**src/spq_pkg.sv**
```systemverilog
// Shared constants, codes and controller/datapath handshake types of the priority queue.
package spq_pkg;

  // Queue capacity and the widths that follow from it.
  localparam int QUEUE_DEPTH = 16;
  localparam int CNT_W       = $clog2(QUEUE_DEPTH + 1);

  // Field widths of one transaction.
  localparam int PRIO_W   = 16;
  localparam int DATA_W   = 32;
  localparam int STATUS_W = 2;

  // Operation codes carried by the func field.
  typedef enum logic {
    FUNC_INSERT = 1'b0,
    FUNC_REMOVE = 1'b1
  } func_t;

  // Result status codes.
  typedef enum logic [STATUS_W-1:0] {
    ST_INSERTED = 2'd0,
    ST_FULL     = 2'd1,
    ST_REMOVED  = 2'd2,
    ST_EMPTY    = 2'd3
  } status_t;

  // Commands from the controller to the datapath.
  typedef struct packed {
    logic load;   // capture the accepted request
    logic exec;   // apply the request to the queue and write the result register
  } cmd_t;

  // Status from the datapath to the controller.
  typedef struct packed {
    logic out_busy;  // result register holds a result that is not taken this cycle
  } stat_t;

endpackage

```
**src/spq_ctrl.sv**
```systemverilog
// Controller state machine of the priority queue: request intake and execute sequencing.
module spq_ctrl (
  input  logic          clk,
  input  logic          rst_n,
  input  logic          in_valid,
  output logic          in_ready,
  input  spq_pkg::stat_t stat,
  output spq_pkg::cmd_t  cmd
);

  typedef enum logic [1:0] {
    S_IDLE = 2'b01,
    S_EXEC = 2'b10
  } state_t;

  state_t state_r;
  state_t state_nxt;

  // Next state and command decode.
  always_comb begin
    state_nxt = state_r;
    in_ready  = 1'b0;
    cmd.load  = 1'b0;
    cmd.exec  = 1'b0;
    case (state_r)
      S_IDLE: begin
        in_ready = 1'b1;
        if (in_valid) begin
          cmd.load  = 1'b1;
          state_nxt = S_EXEC;
        end
      end
      S_EXEC: begin
        // Wait until the result register can take the new result.
        if (!stat.out_busy) begin
          cmd.exec  = 1'b1;
          state_nxt = S_IDLE;
        end
      end
      default: begin
        state_nxt = S_IDLE;
      end
    endcase
  end

  // State register.
  always_ff @(posedge clk) begin
    if (!rst_n) begin
      state_r <= S_IDLE;
    end else begin
      state_r <= state_nxt;
    end
  end

`ifndef SYNTH
  // An accepted transaction is always followed by its execute cycle.
  a_load_then_exec: assert property (@(posedge clk) disable iff (!rst_n)
    cmd.load |=> (state_r == S_EXEC))
    else $error("accepted transaction did not enter execute");

  // A blocked result register holds the request in execute.
  a_stall_holds: assert property (@(posedge clk) disable iff (!rst_n)
    (state_r == S_EXEC) && stat.out_busy |=> (state_r == S_EXEC) && !in_ready)
    else $error("request left execute while result register was blocked");

  // The state register always holds exactly one active state.
  a_state_onehot: assert property (@(posedge clk) disable iff (!rst_n)
    $onehot(state_r))
    else $error("controller state is not one-hot");
`endif

endmodule

```
**src/spq_datapath.sv**
```systemverilog
// Datapath of the priority queue: sorted entry slots, parallel compare and shift, result register.
module spq_datapath (
  input  logic                                clk,
  input  logic                                rst_n,
  input  spq_pkg::cmd_t                       cmd,
  output spq_pkg::stat_t                      stat,
  input  logic                                in_func,
  input  logic        [spq_pkg::PRIO_W-1:0]   in_priority_req,
  input  logic signed [spq_pkg::DATA_W-1:0]   in_payload,
  output logic                                out_valid,
  input  logic                                out_ready,
  output logic        [spq_pkg::STATUS_W-1:0] out_status,
  output logic        [spq_pkg::PRIO_W-1:0]   out_priority,
  output logic signed [spq_pkg::DATA_W-1:0]   out_payload
);

  localparam int N = spq_pkg::QUEUE_DEPTH;

  // Entry slots, slot 0 is the head (lowest priority).
  logic [spq_pkg::PRIO_W-1:0] prio_r [N];
  logic [spq_pkg::DATA_W-1:0] data_r [N];
  logic [spq_pkg::CNT_W-1:0]  fill_r;

  // Captured request.
  logic                       req_func_r;
  logic [spq_pkg::PRIO_W-1:0] req_prio_r;
  logic [spq_pkg::DATA_W-1:0] req_data_r;

  // Result register.
  logic                                out_valid_r;
  logic        [spq_pkg::STATUS_W-1:0] out_status_r;
  logic        [spq_pkg::PRIO_W-1:0]   out_prio_r;
  logic signed [spq_pkg::DATA_W-1:0]   out_data_r;

  logic [N-1:0] le;        // slot holds a live entry not above the request priority
  logic [N-1:0] le_prev;   // same flag of the slot below, true below slot 0
  logic [spq_pkg::PRIO_W-1:0] up_prio [N];
  logic [spq_pkg::DATA_W-1:0] up_data [N];
  logic [spq_pkg::PRIO_W-1:0] dn_prio [N];
  logic [spq_pkg::DATA_W-1:0] dn_data [N];
  logic full;
  logic empty;
  logic do_insert;
  logic do_remove;

  assign full      = (fill_r == spq_pkg::CNT_W'(N));
  assign empty     = (fill_r == '0);
  assign do_insert = cmd.exec && (req_func_r == spq_pkg::FUNC_INSERT) && !full;
  assign do_remove = cmd.exec && (req_func_r == spq_pkg::FUNC_REMOVE) && !empty;

  // Per-slot compare against the request priority.
  always_comb begin
    for (int i = 0; i < N; i++) begin
      le[i] = (spq_pkg::CNT_W'(i) < fill_r) && (prio_r[i] <= req_prio_r);
    end
    le_prev = {le[N-2:0], 1'b1};
  end

  // Neighbor taps for the shift up (insert) and shift down (remove).
  always_comb begin
    up_prio[0] = prio_r[0];
    up_data[0] = data_r[0];
    for (int i = 1; i < N; i++) begin
      up_prio[i] = prio_r[i-1];
      up_data[i] = data_r[i-1];
    end
    for (int i = 0; i < N - 1; i++) begin
      dn_prio[i] = prio_r[i+1];
      dn_data[i] = data_r[i+1];
    end
    dn_prio[N-1] = prio_r[N-1];
    dn_data[N-1] = data_r[N-1];
  end

  // Request capture.
  always_ff @(posedge clk) begin
    if (cmd.load) begin
      req_func_r <= in_func;
      req_prio_r <= in_priority_req;
      req_data_r <= in_payload;
    end
  end

  // Slot update: keep, take the new entry, or shift by one.
  always_ff @(posedge clk) begin
    for (int i = 0; i < N; i++) begin
      if (do_insert && !le[i]) begin
        if (le_prev[i]) begin
          prio_r[i] <= req_prio_r;
          data_r[i] <= req_data_r;
        end else begin
          prio_r[i] <= up_prio[i];
          data_r[i] <= up_data[i];
        end
      end else if (do_remove) begin
        prio_r[i] <= dn_prio[i];
        data_r[i] <= dn_data[i];
      end
    end
  end

  // Fill count.
  always_ff @(posedge clk) begin
    if (!rst_n) begin
      fill_r <= '0;
    end else if (do_insert) begin
      fill_r <= fill_r + spq_pkg::CNT_W'(1);
    end else if (do_remove) begin
      fill_r <= fill_r - spq_pkg::CNT_W'(1);
    end
  end

  // Result register valid flag.
  always_ff @(posedge clk) begin
    if (!rst_n) begin
      out_valid_r <= 1'b0;
    end else if (cmd.exec) begin
      out_valid_r <= 1'b1;
    end else if (out_ready) begin
      out_valid_r <= 1'b0;
    end
  end

  // Result payload.
  always_ff @(posedge clk) begin
    if (cmd.exec) begin
      out_prio_r <= '0;
      out_data_r <= '0;
      if (req_func_r == spq_pkg::FUNC_INSERT) begin
        out_status_r <= full ? spq_pkg::ST_FULL : spq_pkg::ST_INSERTED;
      end else if (empty) begin
        out_status_r <= spq_pkg::ST_EMPTY;
      end else begin
        out_status_r <= spq_pkg::ST_REMOVED;
        out_prio_r   <= prio_r[0];
        out_data_r   <= data_r[0];
      end
    end
  end

  assign stat.out_busy = out_valid_r && !out_ready;
  assign out_valid     = out_valid_r;
  assign out_status    = out_status_r;
  assign out_priority  = out_prio_r;
  assign out_payload   = out_data_r;

`ifndef SYNTH
  // The fill count never passes the capacity.
  a_fill_bound: assert property (@(posedge clk) disable iff (!rst_n)
    fill_r <= spq_pkg::CNT_W'(N))
    else $error("fill count above capacity");

  // A successful remove takes exactly one entry out.
  a_remove_count: assert property (@(posedge clk) disable iff (!rst_n)
    do_remove |=> (fill_r == $past(fill_r) - spq_pkg::CNT_W'(1)))
    else $error("remove did not decrement fill count");

  // A full queue reports a dropped insert.
  a_full_flag: assert property (@(posedge clk) disable iff (!rst_n)
    cmd.exec && (req_func_r == spq_pkg::FUNC_INSERT) && full
      |=> out_valid_r && (out_status_r == spq_pkg::ST_FULL))
    else $error("insert into full queue not flagged");
`endif

endmodule

```
**src/sorted_insert_priority_queue.sv**
```systemverilog
// Top level of the sorted-insert priority queue: controller and datapath.
//
// Usage: a bounded priority queue of spq_pkg::QUEUE_DEPTH entries kept sorted,
// lowest priority at the head. Each input transaction (valid/ready) is either
// an insert (in_func = 0) of in_priority_req with in_payload, or a remove
// (in_func = 1). Every input transaction yields exactly one result transaction
// on the out_ channel with a status: inserted, full and dropped, removed, or
// empty. A remove returns the head entry; other results carry zero data.
// Equal priorities leave in arrival order.
// Timing: the request is captured at the accepting edge; the result turns
// valid at the end of the execute state, in which all slots compare and shift
// in parallel; execute waits while the result register is blocked.
// Intake: a new transaction is accepted only once the previous one has left
// execute, following the capture/execute sequence of the controller.
// Reset (rst_n low, synchronous) empties the queue and drops any result held.
// When the receiver stalls, the result is held in the output register; one
// further transaction is accepted and waits in execute until that register
// frees up.
module sorted_insert_priority_queue (
  input  logic                                clk,
  input  logic                                rst_n,
  input  logic                                in_valid,
  output logic                                in_ready,
  input  logic                                in_func,
  input  logic        [spq_pkg::PRIO_W-1:0]   in_priority_req,
  input  logic signed [spq_pkg::DATA_W-1:0]   in_payload,
  output logic                                out_valid,
  input  logic                                out_ready,
  output logic        [spq_pkg::STATUS_W-1:0] out_status,
  output logic        [spq_pkg::PRIO_W-1:0]   out_priority,
  output logic signed [spq_pkg::DATA_W-1:0]   out_payload
);

  spq_pkg::cmd_t  cmd;
  spq_pkg::stat_t stat;

  // Sequencing.
  spq_ctrl u_ctrl (
    .clk      (clk),
    .rst_n    (rst_n),
    .in_valid (in_valid),
    .in_ready (in_ready),
    .stat     (stat),
    .cmd      (cmd)
  );

  // Storage, compare/shift and result register.
  spq_datapath u_datapath (
    .clk             (clk),
    .rst_n           (rst_n),
    .cmd             (cmd),
    .stat            (stat),
    .in_func         (in_func),
    .in_priority_req (in_priority_req),
    .in_payload      (in_payload),
    .out_valid       (out_valid),
    .out_ready       (out_ready),
    .out_status      (out_status),
    .out_priority    (out_priority),
    .out_payload     (out_payload)
  );

endmodule
```
**config.mk**
```make
export PLATFORM = sky130hd
export DESIGN_NAME = sorted_insert_priority_queue
export DESIGN_NICKNAME = d
export VERILOG_FILES = /design/src/spq_pkg.sv /design/src/spq_ctrl.sv /design/src/spq_datapath.sv /design/src/sorted_insert_priority_queue.sv
export SDC_FILE = /design/constraint.sdc
export NUM_CORES = 2
export LEC_CHECK = 0
export CORE_ASPECT_RATIO = 1.25
export CORE_UTILIZATION = 40
export DETAILED_ROUTE_END_ITERATION = 6
export DONT_BUFFER_PORTS = 1
export PLACE_DENSITY = 0.66
export SLEW_MARGIN = 25
export SYNTH_ARGS = -nofsm -noshare
export SYNTH_HDL_FRONTEND = slang
export SYNTH_HIERARCHICAL = 1
export SYNTH_SLANG_ARGS = --single-unit
export TNS_END_PERCENT = 5
```
**constraint.sdc**
```tcl
create_clock -name clk -period 33.9 [get_ports clk]
set_input_delay 5.085 -clock clk [delete_from_list [all_inputs] [get_ports clk]]
set_output_delay 5.085 -clock clk [all_outputs]
set_load 0.01 [all_outputs]
```
==> results.yml <==
timing:
  fin_crit_sh_pct: 26.4
  hold_violations: 0
  tightest_slew_ns: 1.04
  fin_skew_ns: 0.0269
  fmax_ghz: 0.112
  drv_slew: 0
  worst_slew_margin_rel_pct: 28.9
  finalCriticalPeriod_ns: 8.96
  setup-violations-final: 0
  fin_setup_tns_ns: 0
  rsz0062_at_grt: "false"
min_path:
  hp-class: "register to register"
clocking:
  worstSkewPairLatency_ns: 0.67
  cts_resized: 0
  clk_path_buf_depth: 3
  htreeDepth: 3
  cts_setup_buffers: 0
  cts_buffers: 94
  cts_tree: "built"
  clk_pin_slew_worst_paths_ns: 0.06
  root_buffer: "clkbuf_16"
  cts_hold_buf: 0
  cts_sinks: 875
worst_setup_path:
  cpPeakStageDelay_ns: 0.94
  crit_path_max_fanout: 217
  slowest_stage: "and3_4"
  critPathTopFamily: "buffers and inverters"
  critPathBufInv: 3
  crit_top_cell: "buf_4"
  startpoint_type: "input port"
  path_class: "input port to register"
  end_kind: "register"
  arrival_ns: 9.48
  worst_ep_required_time_ns: 34.43
  crit_chain: "nor2b_1, nor3b_2, buf_4, and3_4, buf_12, buf_4, a22o_1, a21o_1"
drt:
  drt_iter0_markers: 3646
  via_per_inst: 6.40
  antenna_left: 0
  drt-total-wl_microns: 136000
  vias: 32200
  dr.pass1.iters: 6
  wl_per_cell_microns: 27.1
  drc: 0
logic_synthesis:
  syn_nets: 3927
  synth_top_area_share_pct: 57.5
  synth_area_leaders: "edfxtp_1 58%, a221o_1 8.8%, ha_1 7.2%"
  synth_ff_type: "edfxtp_1"
  synthArstFlopShare_pct: 0
  ys_warn_count: 6
  synth_area_sq_mm: 0.0453
  synth_seq_cells: 875
  synth.most_common_cell: "edfxtp_1"
  synth_cell_types: 68
  syn-instance-count: 3615
  synth_enable_flop_cells: 867
  yosysTopAreaCell: "edfxtp_1"
  ys_seq_area_share_pct: 57.9
  avgSynthCellArea_sq_um: 12.5
  synthTopCellsByCount: "867 x edfxtp_1, 400 x nor2_1, 397 x a221o_1, 259 x ha_1, 225 x nand2_1"
global_route:
  grt_overflow: 0
  grt_max_degree: 218
  antenna_found_initial: 2
  grt_pass1_wl_microns: 204000
  grtUsageTotal_pct: 23.5
  grt_pass1_vias: 31400
final_layout:
  drive_above_1_share_pct: 8.59
  nNetsFinal: 3809
  fill_cells: 10000
  synthToLayoutAreaGrowth_pct: 9.63
  num_antenna_cells: 0
  stdcell_area_sq_mm: 0.0496
placement:
  routabilityCongestion: 0.908
  place_area_sq_mm: 0.0467
  dp_hpwl_microns: 86500
  portBuffers: 0
floorplanning:
  die_h_microns: 378
  fp.coreArea_sq_mm: 0.112
  rows: 137
  ios: 105
  dieArea_sq_mm: 0.115
  die_w_microns: 303
  start_util_pct: 40.4
power_and_ir_drop:
  leakagePower_nw: 18.2
  max-vdd-ir-drop_v: 0.0000369
  power_density_mw_per_mm2: 47.5
outcome:
  status: "completed"
run:
  cap_violations: 0
==> path summary, 6_finish.rpt <==
check / slack [ns] / endpoint / start / depth (start not counted)
min: 0.55 / u_datapath/data_r[0][31] / u_datapath/data_r[0][63] / 2
max: 24.94 / u_datapath/data_r[0][93] / out_ready / 8
max reg2reg: 28.33 / u_datapath/data_r[1][208] / u_datapath/req_prio_r[10] / 11
min reg2reg: 0.55 / u_datapath/data_r[0][31] / u_datapath/data_r[0][63] / 2
==> cell usage in the layout, fill, tap and decap left out, types with 36 or more instances in the layout <==
master	count
a21o_1	154
clkbuf_16	95
nor2_1	389
a21oi_1	181
mux2i_1	36
o31ai_1	87
buf_4	73
edfxtp_1	867
a221o_1	397
mux2_2	45
nand4_1	50
nand2_1	218
a22oi_1	84
and3_1	55
inv_1	45
a22o_1	136
ha_1	259
==> stage by stage <==
step | utilization (%) | setup WS, ns | hold WS, ns | std cells | power, mW
after detailed placement | 41.8 | 24.35 | 0.535 | 4858 | 1.40
after global routing | 44.3 | 24.71 | 0.569 | 5031 | 2.43
after floorplan | - | 19.65 | 0.519 | 3615 | 1.35
after CTS | 44.3 | 25.02 | 0.543 | 5029 | 2.38
final | 44.3 | 24.94 | 0.551 | 5031 | 2.36
after global placement | 41.7 | 24.42 | 0.528 | 4857 | 1.40
==> sequential cells by signal (all words and copies together) (netlist names) <==
| register | count |
|---|---|
| u_datapath/data_r | 512 |
| u_datapath/prio_r | 256 |
| u_datapath/out_payload | 32 |
| u_datapath/req_data_r | 32 |
| u_datapath/out_priority | 16 |
| u_datapath/req_prio_r | 16 |
| u_datapath/fill_r | 5 |
| u_ctrl/state_r | 2 |
| u_datapath/out_status | 2 |
| u_datapath/out_valid | 1 |
| u_datapath/req_func_r | 1 |
==> cells by family after synthesis <==
group / count (synthesis) / share of synthesized area [%]
DFF: 875 / 57.9
buffers and inverters: 341 / 3.16
xor gates and xnor gates: 4 / 0.0774
adders and majority gates: 259 / 7.16
and+or+nand+nor: 880 / 8.74
muxes: 84 / 1.99
AOI/OAI and AO/OA: 1172 / 21.0
==> cell type report <==
| class | count | area [sq um] | share of cell area, % |
|---|---|---|---|
| Clock buffer | 113 | 2440 | 4.93 |
| Clock inverter | 58 | 387 | 0.779 |
| Inverter | 47 | 176 | 0.356 |
| Multi-Input combinational cell | 2399 | 17900 | 36.1 |
| Sequential cell | 875 | 26200 | 52.8 |
| Tap cell | 1459 | 1830 | 3.68 |
| Timing Repair Buffer | 80 | 686 | 1.38 |
==> routing by layer <==
layer / GRT usage, % / up-vias / part of all wire, %
li1: - / 14300 / -
met1: 30.0 / 16000 / 39
met2: 39.7 / 1538 / 49
met3: 2.73 / 272 / 7.0
met4: 10.7 / 0 / 4.6
met5: 0 / - / 0
==> worst register-to-register path, stage by stage (launching register included) <==
cell	delay, ns
edfxtp_1	0.61
clkinv_1	0.51
buf_4	0.37
ha_1	0.31
nand2_1	0.07
nor4_1	0.56
a21boi_0	0.50
o31ai_4	0.23
nor3_4	0.83
buf_4	0.76
nor2_1	0.28
a221o_1	0.30
==> power by group <==
part	total, mW	leakage, nW	internal [mW]	switching, mW
sequential	1.23	7.94	1.21	0.0176
combinational	0.155	8.88	0.0666	0.0881
clock	0.978	1.40	0.542	0.436
Note: power is estimated with default switching activity, not from simulation.
